**src/acir_pkg.sv**
```systemverilog
// ----------------------------------------------------------------------------
// acir_pkg
// Shared types, constants and word-building functions for the AC IR frame
// encoder: state word layout, code tables and the queue/config structs.
// ----------------------------------------------------------------------------
`default_nettype none

package acir_pkg;

  // Frame geometry
  localparam int FRAME_BITS   = 48;
  localparam int WORD_BITS    = 24;
  localparam int TICK_W       = 15;
  localparam int SYM_CNT_W    = 6;
  localparam logic [SYM_CNT_W-1:0] STOP_SYM = SYM_CNT_W'(FRAME_BITS + 1);

  // Frame queue between front and back
  localparam int QUEUE_DEPTH  = 2;
  localparam int QUEUE_PTR_W  = $clog2(QUEUE_DEPTH);
  localparam int QUEUE_CNT_W  = $clog2(QUEUE_DEPTH + 1);

  // Configuration register indexes
  localparam int CFG_IDX_W = 3;
  localparam logic [CFG_IDX_W-1:0] CFG_HDR_MARK   = 3'd0;
  localparam logic [CFG_IDX_W-1:0] CFG_HDR_SPACE  = 3'd1;
  localparam logic [CFG_IDX_W-1:0] CFG_DATA_MARK  = 3'd2;
  localparam logic [CFG_IDX_W-1:0] CFG_SPACE_ONE  = 3'd3;
  localparam logic [CFG_IDX_W-1:0] CFG_SPACE_ZERO = 3'd4;

  // Requested mode values
  localparam logic [2:0] MODE_AUTO     = 3'd0;
  localparam logic [2:0] MODE_COOL     = 3'd1;
  localparam logic [2:0] MODE_DRY      = 3'd2;
  localparam logic [2:0] MODE_HEAT     = 3'd3;
  localparam logic [2:0] MODE_FAN_ONLY = 3'd4;

  // Mode codes placed in the state word
  localparam logic [1:0] MCODE_COOL = 2'd0;
  localparam logic [1:0] MCODE_DRY  = 2'd1;
  localparam logic [1:0] MCODE_AUTO = 2'd2;
  localparam logic [1:0] MCODE_HEAT = 2'd3;

  // Requested fan values
  localparam logic [2:0] FAN_LOW  = 3'd1;
  localparam logic [2:0] FAN_MED  = 3'd2;
  localparam logic [2:0] FAN_HIGH = 3'd3;

  // Fan codes placed in the state word
  localparam logic [2:0] FCODE_LOW      = 3'd4;
  localparam logic [2:0] FCODE_MED      = 3'd2;
  localparam logic [2:0] FCODE_HIGH     = 3'd1;
  localparam logic [2:0] FCODE_AUTO_DRY = 3'd0;
  localparam logic [2:0] FCODE_AUTO     = 3'd5;

  // Fixed words and temperature mapping
  localparam logic [WORD_BITS-1:0] WORD_DEFAULT = 24'hB21FC8;
  localparam logic [WORD_BITS-1:0] WORD_OFF     = 24'hB27BE0;
  localparam logic [3:0] TCODE_FAN_ONLY = 4'hE;
  localparam logic [7:0] TEMP_LO = 8'd17;
  localparam logic [7:0] TEMP_HI = 8'd30;
  localparam int TEMP_STEPS = 14;
  localparam logic [3:0] TEMP_MAP [TEMP_STEPS] = '{
    4'h0, 4'h1, 4'h3, 4'h2, 4'h6, 4'h7, 4'h5,
    4'h4, 4'hC, 4'hD, 4'h9, 4'h8, 4'hA, 4'hB
  };

  // Symbol timing registers
  typedef struct packed {
    logic [TICK_W-1:0] hdr_mark;
    logic [TICK_W-1:0] hdr_space;
    logic [TICK_W-1:0] data_mark;
    logic [TICK_W-1:0] space_one;
    logic [TICK_W-1:0] space_zero;
  } sym_cfg_t;

  // Queue status seen by front and back
  typedef struct packed {
    logic full;
    logic empty;
  } q_status_t;

  // Build the 24-bit state word from one command
  function automatic logic [WORD_BITS-1:0] build_word(
    input logic       power_on,
    input logic [2:0] mode,
    input logic [7:0] temp,
    input logic [2:0] fan
  );
    logic [WORD_BITS-1:0] w;
    logic [1:0]           mcode;
    logic [3:0]           tcode;
    logic [2:0]           fcode;
    logic                 fan_only;
    logic [7:0]           tclamp;
    logic [3:0]           tidx;
    fan_only = 1'b0;
    unique case (mode)
      MODE_COOL:     mcode = MCODE_COOL;
      MODE_DRY:      mcode = MCODE_DRY;
      MODE_HEAT:     mcode = MCODE_HEAT;
      MODE_FAN_ONLY: begin
        mcode    = MCODE_DRY;
        fan_only = 1'b1;
      end
      default:       mcode = MCODE_AUTO;
    endcase

    // clamp to the table range before lookup
    if (temp < TEMP_LO) begin
      tclamp = TEMP_LO;
    end else if (temp > TEMP_HI) begin
      tclamp = TEMP_HI;
    end else begin
      tclamp = temp;
    end
    tidx  = 4'(tclamp - TEMP_LO);
    tcode = fan_only ? TCODE_FAN_ONLY : TEMP_MAP[tidx];

    unique case (fan)
      FAN_LOW:  fcode = FCODE_LOW;
      FAN_MED:  fcode = FCODE_MED;
      FAN_HIGH: fcode = FCODE_HIGH;
      default:  fcode = (mode == MODE_AUTO || mode == MODE_DRY) ? FCODE_AUTO_DRY
                                                                : FCODE_AUTO;
    endcase

    w         = WORD_DEFAULT;
    w[3:2]    = mcode;
    w[7:4]    = tcode;
    w[15:13]  = fcode;
    return power_on ? w : WORD_OFF;
  endfunction

  // Interleave each byte with its complement, high byte first
  function automatic logic [FRAME_BITS-1:0] wire_word(input logic [WORD_BITS-1:0] w);
    return {w[23:16], ~w[23:16], w[15:8], ~w[15:8], w[7:0], ~w[7:0]};
  endfunction

endpackage

`default_nettype wire

```
**src/ac_ir_frame_encoder_unit.sv**
```systemverilog
// ----------------------------------------------------------------------------
// ac_ir_frame_encoder_unit
// Air-conditioner IR frame encoder: one command in, 50 pulse-distance
// symbols out (header, 48 data bits, stop).
// ----------------------------------------------------------------------------
// Each accepted command produces 50 result items, one per clock while the
// output is not stalled: the symbol sequencer in the back end emits one
// symbol a cycle from a 48-bit shift register. The front end registers the
// built wire word on acceptance and a two-entry frame queue sits between
// the two, so up to three commands can be taken while a frame is still
// being sent; the first header symbol goes from the word register through
// a queue entry to the output register. Symbol durations come from five
// 15-bit timing registers (reset 0) written through the cfg_ port, which
// is always ready; writes to indexes above 4 are ignored. Write them only
// while no frame is in flight.
`default_nettype none

module ac_ir_frame_encoder_unit (
  input  wire logic                         clk,
  input  wire logic                         rst_n,
  // command channel
  input  wire logic                         in_valid,
  output logic                              in_stall,
  input  wire logic                         in_power_on,
  input  wire logic [2:0]                   in_mode,
  input  wire logic [7:0]                   in_temp_celsius,
  input  wire logic [2:0]                   in_fan_speed,
  // symbol channel
  output logic                              out_valid,
  input  wire logic                         out_stall,
  output logic [acir_pkg::TICK_W-1:0]       out_mark_ticks,
  output logic [acir_pkg::TICK_W-1:0]       out_space_ticks,
  output logic                              out_last_symbol,
  // timing register writes
  input  wire logic                         cfg_valid,
  output logic                              cfg_ready,
  input  wire logic [acir_pkg::CFG_IDX_W-1:0] cfg_index,
  input  wire logic [acir_pkg::TICK_W-1:0]  cfg_data
);

  acir_pkg::sym_cfg_t              sym_cfg_r;
  acir_pkg::q_status_t             q_status;
  logic                            q_push;
  logic [acir_pkg::FRAME_BITS-1:0] q_push_data;
  logic                            q_pop;
  logic [acir_pkg::FRAME_BITS-1:0] q_pop_data;

  assign cfg_ready = 1'b1;

  // Timing registers
  always_ff @(posedge clk) begin
    if (!rst_n) begin
      sym_cfg_r <= '0;
    end else if (cfg_valid && cfg_ready) begin
      unique case (cfg_index)
        acir_pkg::CFG_HDR_MARK:   sym_cfg_r.hdr_mark   <= cfg_data;
        acir_pkg::CFG_HDR_SPACE:  sym_cfg_r.hdr_space  <= cfg_data;
        acir_pkg::CFG_DATA_MARK:  sym_cfg_r.data_mark  <= cfg_data;
        acir_pkg::CFG_SPACE_ONE:  sym_cfg_r.space_one  <= cfg_data;
        acir_pkg::CFG_SPACE_ZERO: sym_cfg_r.space_zero <= cfg_data;
        default: ;
      endcase
    end
  end

  acir_front u_front (
    .clk             (clk),
    .rst_n           (rst_n),
    .in_valid        (in_valid),
    .in_stall        (in_stall),
    .in_power_on     (in_power_on),
    .in_mode         (in_mode),
    .in_temp_celsius (in_temp_celsius),
    .in_fan_speed    (in_fan_speed),
    .q_status        (q_status),
    .q_push          (q_push),
    .q_push_data     (q_push_data)
  );

  acir_queue u_queue (
    .clk       (clk),
    .rst_n     (rst_n),
    .push      (q_push),
    .push_data (q_push_data),
    .pop       (q_pop),
    .pop_data  (q_pop_data),
    .status    (q_status)
  );

  acir_back u_back (
    .clk             (clk),
    .rst_n           (rst_n),
    .sym_cfg         (sym_cfg_r),
    .q_status        (q_status),
    .q_pop_data      (q_pop_data),
    .q_pop           (q_pop),
    .out_valid       (out_valid),
    .out_stall       (out_stall),
    .out_mark_ticks  (out_mark_ticks),
    .out_space_ticks (out_space_ticks),
    .out_last_symbol (out_last_symbol)
  );

endmodule

`default_nettype wire

```
**src/acir_front.sv**
```systemverilog
// ----------------------------------------------------------------------------
// acir_front
// Accepts commands, builds the 48-bit wire word and hands it to the queue.
// ----------------------------------------------------------------------------
`default_nettype none

module acir_front (
  input  wire logic                           clk,
  input  wire logic                           rst_n,
  input  wire logic                           in_valid,
  output logic                                in_stall,
  input  wire logic                           in_power_on,
  input  wire logic [2:0]                     in_mode,
  input  wire logic [7:0]                     in_temp_celsius,
  input  wire logic [2:0]                     in_fan_speed,
  input  wire acir_pkg::q_status_t            q_status,
  output logic                                q_push,
  output logic [acir_pkg::FRAME_BITS-1:0]     q_push_data
);

  logic                              word_valid_r;
  logic                              word_valid_nxt;
  logic [acir_pkg::FRAME_BITS-1:0]   word_r;
  logic                              accept;

  // Hold the built word until the queue has room
  assign q_push      = word_valid_r && !q_status.full;
  assign q_push_data = word_r;
  assign in_stall    = word_valid_r && q_status.full;
  assign accept      = in_valid && !in_stall;

  always_comb begin
    word_valid_nxt = word_valid_r;
    if (accept) begin
      word_valid_nxt = 1'b1;
    end else if (q_push) begin
      word_valid_nxt = 1'b0;
    end
  end

  // Classify the command and register its wire word
  always_ff @(posedge clk) begin
    if (!rst_n) begin
      word_valid_r <= 1'b0;
    end else begin
      word_valid_r <= word_valid_nxt;
    end
    if (accept) begin
      word_r <= acir_pkg::wire_word(acir_pkg::build_word(in_power_on, in_mode,
                                                         in_temp_celsius, in_fan_speed));
    end
  end

endmodule

`default_nettype wire

```
**src/acir_queue.sv**
```systemverilog
// ----------------------------------------------------------------------------
// acir_queue
// Short frame queue that decouples command intake from symbol emission.
// ----------------------------------------------------------------------------
`default_nettype none

module acir_queue (
  input  wire logic                           clk,
  input  wire logic                           rst_n,
  input  wire logic                           push,
  input  wire logic [acir_pkg::FRAME_BITS-1:0] push_data,
  input  wire logic                           pop,
  output logic [acir_pkg::FRAME_BITS-1:0]     pop_data,
  output acir_pkg::q_status_t                 status
);

  logic [acir_pkg::FRAME_BITS-1:0]  entries_r [acir_pkg::QUEUE_DEPTH];
  logic [acir_pkg::QUEUE_PTR_W-1:0] wr_ptr_r;
  logic [acir_pkg::QUEUE_PTR_W-1:0] rd_ptr_r;
  logic [acir_pkg::QUEUE_CNT_W-1:0] count_r;
  logic [acir_pkg::QUEUE_CNT_W-1:0] count_nxt;

  assign pop_data     = entries_r[rd_ptr_r];
  assign status.full  = (count_r == acir_pkg::QUEUE_CNT_W'(acir_pkg::QUEUE_DEPTH));
  assign status.empty = (count_r == '0);

  always_comb begin
    count_nxt = count_r;
    if (push && !pop) begin
      count_nxt = count_r + acir_pkg::QUEUE_CNT_W'(1);
    end else if (pop && !push) begin
      count_nxt = count_r - acir_pkg::QUEUE_CNT_W'(1);
    end
  end

  // Advance pointers and store pushed frames
  always_ff @(posedge clk) begin
    if (!rst_n) begin
      wr_ptr_r <= '0;
      rd_ptr_r <= '0;
      count_r  <= '0;
    end else begin
      if (push) begin
        wr_ptr_r <= wr_ptr_r + acir_pkg::QUEUE_PTR_W'(1);
      end
      if (pop) begin
        rd_ptr_r <= rd_ptr_r + acir_pkg::QUEUE_PTR_W'(1);
      end
      count_r <= count_nxt;
    end
    if (push) begin
      entries_r[wr_ptr_r] <= push_data;
    end
  end

  // Occupancy checks
  a_count_bound: assert property (@(posedge clk) disable iff (!rst_n)
    count_r <= acir_pkg::QUEUE_CNT_W'(acir_pkg::QUEUE_DEPTH))
    else $error("frame queue over-filled");

  a_no_push_full: assert property (@(posedge clk) disable iff (!rst_n)
    push |-> !status.full)
    else $error("frame pushed into full queue");

  a_no_pop_empty: assert property (@(posedge clk) disable iff (!rst_n)
    pop |-> !status.empty)
    else $error("frame popped from empty queue");

endmodule

`default_nettype wire

```
**src/acir_back.sv**
```systemverilog
// ----------------------------------------------------------------------------
// acir_back
// Symbol sequencer: takes a frame from the queue and emits header, 48 data
// symbols and the stop symbol through a registered output stage.
// ----------------------------------------------------------------------------
`default_nettype none

module acir_back (
  input  wire logic                            clk,
  input  wire logic                            rst_n,
  input  wire acir_pkg::sym_cfg_t              sym_cfg,
  input  wire acir_pkg::q_status_t             q_status,
  input  wire logic [acir_pkg::FRAME_BITS-1:0] q_pop_data,
  output logic                                 q_pop,
  output logic                                 out_valid,
  input  wire logic                            out_stall,
  output logic [acir_pkg::TICK_W-1:0]          out_mark_ticks,
  output logic [acir_pkg::TICK_W-1:0]          out_space_ticks,
  output logic                                 out_last_symbol
);

  typedef enum logic {
    ST_IDLE,
    ST_RUN
  } state_t;

  state_t                            state_r, state_nxt;
  logic [acir_pkg::FRAME_BITS-1:0]   shift_r, shift_nxt;
  logic [acir_pkg::SYM_CNT_W-1:0]    sym_cnt_r, sym_cnt_nxt;
  logic                              out_valid_r, out_valid_nxt;
  logic [acir_pkg::TICK_W-1:0]       mark_r, mark_nxt;
  logic [acir_pkg::TICK_W-1:0]       space_r, space_nxt;
  logic                              last_r, last_nxt;
  logic                              out_free;

  assign out_free        = !out_valid_r || !out_stall;
  assign q_pop           = (state_r == ST_IDLE) && out_free && !q_status.empty;
  assign out_valid       = out_valid_r;
  assign out_mark_ticks  = mark_r;
  assign out_space_ticks = space_r;
  assign out_last_symbol = last_r;

  // Pick the next symbol whenever the output register frees up
  always_comb begin
    state_nxt     = state_r;
    shift_nxt     = shift_r;
    sym_cnt_nxt   = sym_cnt_r;
    out_valid_nxt = out_valid_r;
    mark_nxt      = mark_r;
    space_nxt     = space_r;
    last_nxt      = last_r;
    if (out_free) begin
      out_valid_nxt = 1'b0;
    end
    unique case (state_r)
      ST_IDLE: begin
        if (q_pop) begin
          out_valid_nxt = 1'b1;
          mark_nxt      = sym_cfg.hdr_mark;
          space_nxt     = sym_cfg.hdr_space;
          last_nxt      = 1'b0;
          shift_nxt     = q_pop_data;
          sym_cnt_nxt   = acir_pkg::SYM_CNT_W'(1);
          state_nxt     = ST_RUN;
        end
      end
      ST_RUN: begin
        if (out_free) begin
          out_valid_nxt = 1'b1;
          mark_nxt      = sym_cfg.data_mark;
          if (sym_cnt_r == acir_pkg::STOP_SYM) begin
            space_nxt   = '0;
            last_nxt    = 1'b1;
            sym_cnt_nxt = '0;
            state_nxt   = ST_IDLE;
          end else begin
            space_nxt   = shift_r[acir_pkg::FRAME_BITS-1] ? sym_cfg.space_one
                                                          : sym_cfg.space_zero;
            last_nxt    = 1'b0;
            shift_nxt   = {shift_r[acir_pkg::FRAME_BITS-2:0], 1'b0};
            sym_cnt_nxt = sym_cnt_r + acir_pkg::SYM_CNT_W'(1);
          end
        end
      end
      default: state_nxt = ST_IDLE;
    endcase
  end

  // Hold state, frame shifter and output register
  always_ff @(posedge clk) begin
    if (!rst_n) begin
      state_r     <= ST_IDLE;
      sym_cnt_r   <= '0;
      out_valid_r <= 1'b0;
    end else begin
      state_r     <= state_nxt;
      sym_cnt_r   <= sym_cnt_nxt;
      out_valid_r <= out_valid_nxt;
    end
    shift_r <= shift_nxt;
    mark_r  <= mark_nxt;
    space_r <= space_nxt;
    last_r  <= last_nxt;
  end

  // Sequencer checks
  a_cnt_range: assert property (@(posedge clk) disable iff (!rst_n)
    state_r == ST_RUN |-> (sym_cnt_r != '0 && sym_cnt_r <= acir_pkg::STOP_SYM))
    else $error("symbol counter out of range while running");

  a_stop_ends_frame: assert property (@(posedge clk) disable iff (!rst_n)
    (state_r == ST_RUN && out_free && sym_cnt_r == acir_pkg::STOP_SYM)
    |=> (out_valid_r && last_r && state_r == ST_IDLE))
    else $error("stop symbol did not close the frame");

  a_last_when_idle: assert property (@(posedge clk) disable iff (!rst_n)
    (out_valid_r && last_r) |-> state_r == ST_IDLE)
    else $error("stop symbol shown while frame still running");

  a_header_first: assert property (@(posedge clk) disable iff (!rst_n)
    q_pop |=> (out_valid_r && !last_r && mark_r == $past(sym_cfg.hdr_mark)))
    else $error("frame did not start with header symbol");

endmodule

`default_nettype wire

```
**config.mk**
```make
export PLATFORM = sky130hd
export DESIGN_NAME = ac_ir_frame_encoder_unit
export DESIGN_NICKNAME = d
export VERILOG_FILES = /design/src/acir_pkg.sv /design/src/ac_ir_frame_encoder_unit.sv /design/src/acir_front.sv /design/src/acir_queue.sv /design/src/acir_back.sv
export SDC_FILE = /design/constraint.sdc
export NUM_CORES = 1
export LEC_CHECK = 0
export BUFFER_PORTS_ARGS = -buffer_cell sky130_fd_sc_hd__buf_4
export CAP_MARGIN = 30
export CORE_AREA = 3 3 165 167
export CTS_CLUSTER_SIZE = 20
export DETAILED_ROUTE_END_ITERATION = 10
export DIE_AREA = 0 0 168 170
export SLEW_MARGIN = 20
export SYNTH_ARGS = -nofsm -noshare
export SYNTH_HDL_FRONTEND = slang
export SYNTH_HIERARCHICAL = 1
export SYNTH_SLANG_ARGS = --single-unit
```
**constraint.sdc**
```tcl
create_clock -name clk -period 9.1 [get_ports clk]
set_input_delay 0.455 -clock clk [delete_from_list [all_inputs] [get_ports clk]]
set_output_delay 0.455 -clock clk [all_outputs]
set_load 0.05 [all_outputs]
```
Word-level counts from Yosys, hierarchy flattened:

Memory sizes are Yosys's and may differ from the RTL's. A register that Yosys moved wholly into a read port is not among the register bits.
Cells that the tools add are included.

* $add $sub $neg: 6
* magnitude comparators: 3
* eq/ne operators: 16
* mux-type cells: 50
* bitwise gates (word level): 5
* reductions and logical operators: 29

Operators with widths (number)
* two-way mux 48 bit: 3
* one-hot mux 48 bit (2 select lines): 1
* two-way mux 15 bit: 6
* one-hot mux 15 bit (2 select lines): 2
* two-way mux 4 bit: 6
* == test 3 x 2 -> 1 bit (second input constant): 6
* two-way mux 6 bit: 3
* two-way mux 1 bit: 17
* two-way mux 16 bit: 1
* NOT 8 bit: 2
* one-hot mux 6 bit (2 select lines): 1
* AND reduction 2 bit: 6
* == test 3 x 1 -> 1 bit (second input constant): 3
* one-hot mux 3 bit (3 select lines): 1
* greater-than comparator 8 x 5 -> 1 bit (second input constant): 1
* < comparator 8 x 5 -> 1 bit (second input constant): 1
* NOT 8 bit (first input constant): 1
* logical AND 1 bit: 7
* logical NOT 1 bit: 7
* adder 6 x 1 -> 6 bit (second input constant): 1
* == test 3 bit (second input constant): 2
* == test 6 bit (second input constant): 1
* logical NOT 3 bit: 2
* two-way mux 2 bit: 3
* 17 further kinds: 25

* register bits after elaboration: 215
* bits in writable memories: 96
* ROM bits: 64
* input bits: 38
* output and inout bits: 34
* memories: 2

Memories
* u_queue.entries_r: depth 2, bits a word 48, read ports 1, clocked after Yosys merged registers in 1, write ports 1, line acir_queue.sv:17 `logic [acir_pkg::FRAME_BITS-1:0] entries_r [acir_pkg::QUEUE_DEPTH];`
* (no name shown): depth 16, bits a word 4, read ports 1, clocked after Yosys merged registers in 0, write ports 0, line acir_pkg.sv:117 `tcode = fan_only ? TCODE_FAN_ONLY : TEMP_MAP[tidx];`

Longest topological paths before layout:

Gate-level depths: netlist of run 1.

* depth in word-level cells: 13
* mapped depth: 9
* mapped depth without buffers: 9

Hierarchy:

Netlist of run 1, hierarchy kept.

Modules (own cells, without submodules)
* acir_back: times used 1, cells an instance 272, area each 3950.0 um^2, seq. area each 2532.4 um^2
* acir_queue: times used 1, cells an instance 171, area each 3682.3 um^2, seq. area each 2982.9 um^2
* ac_ir_frame_encoder_unit: times used 1, cells an instance 266, area each 2750.1 um^2, seq. area each 1501.4 um^2
* acir_front: times used 1, cells an instance 111, area each 1217.4 um^2, seq. area each 620.6 um^2

Worst setup path before layout of run 1:

Ideal clock, no wire load.

* kind: reg-to-reg
* start point: register u_back/sym_cnt_r[1] (netlist bit)
* end point: register u_back/shift_r[0] (netlist bit), enable pin
* data arrival time: 3.079 ns
* required time: 8.646 ns
* slack: 5.567 ns
* cell stages (with the launch flop): 7
* path buffers: 1
* clock period less this slack: 3.533 ns
* path through: dfxtp_1 inv_1 ha_1 and4_1 buf_2 and2_1 nor2_1

* longest elaborated chain between the ends: 3

RTL lines
* from (decl): line acir_back.sv:29 `logic [acir_pkg::SYM_CNT_W-1:0] sym_cnt_r, sym_cnt_nxt;`
* from (signal assigned): line acir_back.sv:97 `sym_cnt_r <= sym_cnt_nxt;`
* == test 6 bit: line acir_back.sv:71 `if (sym_cnt_r == acir_pkg::STOP_SYM) begin`
* != test 2 bit (no source line)
* AND reduction 3 bit (no source line)
* to (signal assigned): line acir_back.sv:100 `shift_r <= shift_nxt;`
* to (decl): line acir_back.sv:28 `logic [acir_pkg::FRAME_BITS-1:0] shift_r, shift_nxt;`

Every way passes these cells.
A chain may end at the register's enable or synchronous reset.

Worst setup path after layout of run 1:

* start point: register u_back/sym_cnt_r[1] (netlist bit)
* end point: register u_back/shift_r[44] (netlist bit), enable pin

The elaborated chain is that of the path after synthesis.

==> results of run 1 <==
[cell type report]
type                    instances  area share [%]
well taps                     335           3.142
multi-input cells             465           26.72
inverters                      29          0.8161
flip-flops and latches        284           57.29
repair buffers                 83           4.821
clock buffers                  36           5.797
clock inverters                20           1.407
[final timing paths]
kind         slack (ns)  cells past startpoint                       end
min reg2reg        0.44                      0  u_queue/entries_r[0][29]
min                0.13                      2      u_front/word_valid_r
max                6.70                      6        u_back/shift_r[44]
max reg2reg        6.70                      6        u_back/shift_r[44]
[synth_stat cells (3+ instances only)]
cell type | number | area share (%)
edfxtp_1 | 195 | 50
mux2_2 | 125 | 12
nand2_1 | 115 | 3.7
dfxtp_1 | 89 | 15
mux2i_1 | 75 | 6.5
buf_4 | 32 | 2.1
inv_1 | 29 | 0.94
clkbuf_1 | 20 | 0.65
o22ai_1 | 19 | 1.0
buf_2 | 12 | 0.52
nor2_1 | 11 | 0.36
and2_1 | 9 | 0.49
nor2b_1 | 9 | 0.49
a21oi_1 | 8 | 0.35
o21ai_0 | 7 | 0.30
nand3_1 | 5 | 0.22
o21a_1 | 5 | 0.32
a31oi_1 | 4 | 0.22
buf_6 | 4 | 0.39
ha_1 | 4 | 0.43
xor2_1 | 4 | 0.30
conb_1 | 3 | 0.097
nand2b_1 | 3 | 0.16
[cell families after synthesis]
group                      Yosys count
other                                3
xor gates and xnor gates             7
and+or+nand+nor                    169
DFF                                284
muxes                              200
buffers and inverters               97
AOI/OAI and AO/OA                   56
adders and majority gates            4
[sequential cells by signal (all words and copies together) (netlist names), named ones only]
signal                  count
sym_cfg_r                  75
u_back/out_last_symbol      1
u_back/out_mark_ticks      15
u_back/out_space_ticks     15
u_back/out_valid            1
u_back/shift_r             48
u_back/state_r              1
u_back/sym_cnt_r            6
u_front/q_push_data        20
u_front/word_valid_r        1
u_queue/count_r             2
u_queue/entries_r          96
u_queue/rd_ptr_r            1
u_queue/wr_ptr_r            1
[power groups by stage]
stage                     clock [mW]  sequential (mW)  combinational (mW)
after global placement             0             1.88               0.946
after floorplan                    0             2.08               0.487
final                           1.18             1.85               0.938
after detailed placement           0             1.88               0.953
after global routing            1.26             1.88                1.01
after CTS                       1.21             1.85               0.957
[per-layer routing]
| metal | part of all wire [%] | track usage, % |
|---|---|---|
| met5 | 0 | 0 |
| met4 | 2.1 | 3.344 |
| met3 | 3.6 | 2.300 |
| met2 | 47 | 23.12 |
| met1 | 47 | 18.55 |
[worst reg2reg max path, stage by stage (launching register included)]
cell and delay (ns):
dfxtp_1 0.37, inv_1 0.06, ha_1 0.18, and4_1 0.45, and2_1 0.34, nor2_4 0.08, buf_4 0.50
[through the flow]
stage	hold WS, ns	std cells	utilization, %
after floorplan	0.4215	846	-
after global placement	0.4218	1195	47.67
after detailed placement	0.4306	1196	47.77
after CTS	0.1066	1252	51.48
after global routing	0.1325	1252	51.48
final	0.1312	1252	51.48
==> results.py, run 1 <==
metrics = {
    "pwr": {
        "powerDensity_nw_per_um2": 297.4,
        "ir_drop_mv": 0.1835,
        "seqPwrFrac_pct": 46.6,
        "clkPwrFrac_pct": 29.7,
        "finalPower_mw": 3.967,
        "swShare_pct": 30.08,
        "intPower_mw": 2.773,
        "power_frac_comb_pct": 23.6,
        "switchingPower_mw": 1.193,
        "p_leak_nw": 5.125,
    },
    "global_route": {
        "grt_usage_pct": 13.66,
        "grt_pass1_vias": 6401,
        "antenna_found_initial": 0,
        "grt_pass1_wl_um": 32650,
        "grt_overflow_total": 0,
        "grt_max_degree": 75,
    },
    "timing": {
        "finalCritPeriodShare_pct": 26.40,
        "skew_ns": 0.006856,
        "rsz0062_at_grt": "no",
        "slew_violations": 0,
        "setup_viol": 0,
        "fin_setup_tns_ns": 0,
        "finalHoldViolCount": 0,
        "min_period_ns": 2.402,
        "relSlewSlack_pct": 46.80,
        "tightest_slew_ns": 0.7980,
        "final.setup.worst_slack_ns": 6.698,
        "fmax_mhz": 416.3,
    },
    "final_layout": {
        "drive_above_1_share_pct": 28.35,
        "areaGrowthSynthToFinish_pct": 14.99,
        "final_common_cell": "edfxtp_1",
        "antenna_cells": 0,
        "fillers": 2200,
        "nNetsFinal": 935,
        "stdcell_area_um2": 13340,
        "final_cell_mix": "195 x edfxtp_1, 125 x mux2_2, 115 x nand2_1",
        "layout.area.seq_um2": 7642,
        "multi_input_area_um2": 3565,
    },
    "synth": {
        "synthAdderAreaFrac_pct": 0.4315,
        "synth_xor_area_share_pct": 0.5932,
        "synthSimpleGateAreaFrac_pct": 6.590,
        "synth_compound_area_share_pct": 3.279,
        "ys_warn_count": 6,
        "syn_inst": 820,
        "syn_area_per_cell_um2": 14.15,
        "seq_area_frac_synth_pct": 65.84,
        "synth_top_family_by_area": "multiplexers",
        "synth-edff-count": 195,
        "synth.area.mux_share_pct": 18.61,
        "syn_area_um2": 11600,
        "synth_seq_cells": 284,
        "ys_types": 49,
        "synthArstFlopShare_pct": 0,
        "synth_top_flop_cell": "edfxtp_1",
    },
    "worst_setup_path": {
        "reg2reg_from": "u_back/sym_cnt_r[1]",
        "setup.worst_path.end_class": "flop",
        "critPathRequiredTime_ns": 9.27,
        "crit_path_max_fanout": 48,
        "critPathKind": "reg -> reg",
        "cp_top_family": "simple AND/OR/NAND/NOR gates",
        "start_kind": "flop",
        "critPathLaunch": "u_back/sym_cnt_r[1]",
        "critPathArrivalTime_ns": 2.58,
        "slowest_stage": "buf_4",
        "cpPeakStageDelay_ns": 0.50,
        "critical_path_buf_inv_count": 2,
        "crit_chain": "inv_1 > ha_1 > and4_1 > and2_1 > nor2_4 > buf_4",
    },
    "placement": {
        "place_ws_ns": 6.679,
        "dp_hpwl_um": 11180,
        "port_buffers": 70,
        "placed_cell_area_um2": 12380,
        "gp_congestion": 0.6929,
    },
    "cts": {
        "cts_buffer_depth": 3,
        "cts_tree": "built",
        "root_buffer": "clkbuf_16",
        "clk_latency_ns": 0.54,
        "htreeDepth": 1,
        "ctsResizeCount": 0,
        "cts_buffers": 30,
        "cts_setup_buffers": 0,
        "clk_pin_slew_ns": 0.06,
        "cts_hold_buf": 0,
        "numClockSinks": 284,
    },
    "detailed_routing": {
        "drt.antenna.violating_nets": 0,
        "wl_per_cell_um": 15.55,
        "drc": 0,
        "first_pass_iters": 4,
        "viasPerCell": 4.984,
        "finalWirelength_um": 19470,
        "drt-initial-drc-count": 369,
        "vias": 6240,
    },
    "outcome": {
        "status": "complete, no violations",
    },
    "floorplan": {
        "boundaryPins": 72,
        "die-area_um2": 28560,
        "die_y_um": 170,
        "coreArea_um2": 25910,
        "num_rows": 59,
        "initial_core_util_pct": 44.77,
        "die_x_um": 168,
    },
    "run": {
        "drv_cap": 0,
    },
    "worst_hold_path": {
        "min_from": "in_valid",
        "min_path_type": "in -> reg",
    },
}
Note: power is estimated with default switching activity, not from simulation.
==> run 2: changes to the inputs <==
==> constraint.sdc (replaced) <==
create_clock -name clk -period 1.95 [get_ports clk]
set_input_delay 0.0975 -clock clk [delete_from_list [all_inputs] [get_ports clk]]
set_output_delay 0.0975 -clock clk [all_outputs]
set_load 0.05 [all_outputs]
==> run 2 against run 1 <==
Net effect: critical path depth is 5 higher; die area unchanged; worst hold slack lost 0.10 ns; non-clock buffer count rose by 41; power grew to 4.8 times the previous value; combinational power grew to 5.1 times the previous value; count of clock-buffer cells in the layout decreased by 2; worst setup slack worse by 6.5 ns; wire length is 2.8% higher; largest power group unchanged; sequential share of layout area is 2.1 points lower; first-iteration DRC count is 2.2% lower.
==> results.py, run 2 (synthesis gave the netlist of run 1 again) <==
metrics = {
    "outcome": {
        "status": "complete, no violations",
    },
    "detailed_routing": {
        "viasPerCell": 4.940,
        "wl_per_cell_um": 15.47,
        "vias": 6388,
        "drc": 0,
        "drt.antenna.violating_nets": 0,
        "finalWirelength_um": 20010,
        "first_pass_iters": 4,
        "drt-initial-drc-count": 361,
    },
    "worst_setup_path": {
        "critPathLaunch": "in_temp_celsius[3]",
        "crit_path_max_fanout": 5,
        "critPathArrivalTime_ns": 2.10,
        "critPathKind": "in -> reg",
        "reg2reg_from": "u_back/state_r",
        "critPathRequiredTime_ns": 2.25,
        "start_kind": "primary input",
        "setup.worst_path.end_class": "flop",
    },
    "pwr": {
        "finalPower_mw": 18.99,
        "seqPwrFrac_pct": 44.6,
        "swShare_pct": 29.61,
        "ir_drop_mv": 0.9865,
        "intPower_mw": 13.37,
        "powerDensity_nw_per_um2": 1370,
        "clkPwrFrac_pct": 30.2,
        "switchingPower_mw": 5.624,
        "power_frac_comb_pct": 25.2,
        "p_leak_nw": 5.358,
    },
    "floorplan": {
        "die-area_um2": 28560,
        "die_x_um": 168,
        "initial_core_util_pct": 44.77,
        "die_y_um": 170,
        "num_rows": 59,
        "coreArea_um2": 25910,
        "boundaryPins": 72,
    },
    "global_route": {
        "grt_pass1_wl_um": 33140,
        "grt_overflow_total": 0,
        "grt_max_degree": 67,
        "grt_usage_pct": 14.03,
        "antenna_found_initial": 0,
        "grt_pass1_vias": 6387,
    },
    "timing": {
        "skew_ns": 0.009640,
        "finalHoldViolCount": 0,
        "relSlewSlack_pct": 61.88,
        "min_period_ns": 1.798,
        "fmax_mhz": 556.2,
        "finalCritPeriodShare_pct": 92.21,
        "slew_violations": 0,
        "rsz0062_at_grt": "no",
        "setup_viol": 0,
        "hold_ws_ns": 0.03091,
        "tightest_slew_ns": 0.5646,
        "fin_setup_tns_ns": 0,
    },
    "worst_hold_path": {
        "min_from": "in_mode[1]",
        "min_path_type": "in -> reg",
    },
    "run": {
        "drv_cap": 0,
    },
    "cts": {
        "numClockSinks": 284,
        "cts_tree": "built",
        "root_buffer": "clkbuf_16",
        "cts_buffers": 30,
        "cts_buffer_depth": 3,
        "clk_latency_ns": 0.54,
        "clk_pin_slew_ns": 0.06,
        "htreeDepth": 1,
    },
    "final_layout": {
        "largest_reg_flops": 96,
        "final_cell_mix": "195 x edfxtp_1, 125 x mux2_2, 115 x nand2_1",
        "reg.largest.list": "u_queue/entries_r (96), sym_cfg_r (75), u_back/shift_r (48)",
        "final_common_cell": "edfxtp_1",
        "regMostFlops": "u_queue/entries_r",
        "fillers": 2191,
        "drive_above_1_share_pct": 30.06,
        "stdcell_area_um2": 13860,
        "antenna_cells": 0,
        "nNetsFinal": 976,
        "final_util_pct": 53.48,
        "areaGrowthSynthToFinish_pct": 19.47,
    },
    "placement": {
        "placed_cell_area_um2": 12550,
        "gp_congestion": 0.7068,
        "dp_hpwl_um": 11710,
        "port_buffers": 70,
    },
}
==> run 2: layer usage <==
metal | GRT usage [%] | vias up | wire length [um]
met1 | 18.67 | 3117 | 9113
met5 | 0 | - | 0
met3 | 2.346 | 28 | 749
met2 | 24.12 | 108 | 9756
met4 | 3.593 | 0 | 390
li1 | - | 3135 | -
==> run 2: layout make-up <==
class | count | area [um^2] | area share [%]
Sequential cell | 284 | 7645 | 55.16
Multi-Input combinational cell | 465 | 3582 | 25.85
Timing Repair Buffer | 124 | 1076 | 7.765
Clock buffer | 34 | 797.0 | 5.751
Tap cell | 335 | 419.2 | 3.025
Clock inverter | 22 | 230.2 | 1.661
Inverter | 29 | 108.9 | 0.7855
==> run 2: worst paths after layout <==
kind                              endpoint  slack [ns]  depth (start not counted)
setup / recovery    u_front/q_push_data[4]        0.15                         11
hold / removal     u_front/q_push_data[11]        0.03                          4
setup reg to reg        u_queue/count_r[1]        0.28                          6
hold reg to reg   u_queue/entries_r[0][13]        0.44                          0
==> run 2: per-stage QoR <==
step | setup slack [ns] | instances
after detailed placement | 0.01693 | 1209
after CTS | 0.06051 | 1293
after global routing | 0.08189 | 1293
after global placement | 0.1247 | 1209
after floorplan | -0.1290 | 846
final | 0.1519 | 1293
==> run 2: timing repair <==
item	4_1_cts	5_1_grt
hold endpoints to repair	92	1
endpoints found under the setup margin	0	1
hold buffers	28	1
setup buffers	0	0
resized for setup	0	0
==> run 2: critical path: stages <==
cell	delay (ns)
dlygate4sd3_1	0.53
buf_4	0.15
a21boi_0	0.17
o22ai_1	0.10
nand2_1	0.07
nand2_1	0.06
ha_1	0.30
or2b_1	0.25
a21oi_1	0.12
a31oi_1	0.07
o22a_1	0.19
==> run 2: power groups by stage <==
stage,registers [mW],clock network (mW),logic (mW)
2_1_floorplan,9.66,0,2.30
3_3_place_gp,8.59,0,4.78
3_5_place_dp,8.61,0,4.82
4_1_cts,8.50,5.95,4.88
5_1_grt,8.60,6.14,5.15
6_report,8.48,5.74,4.78
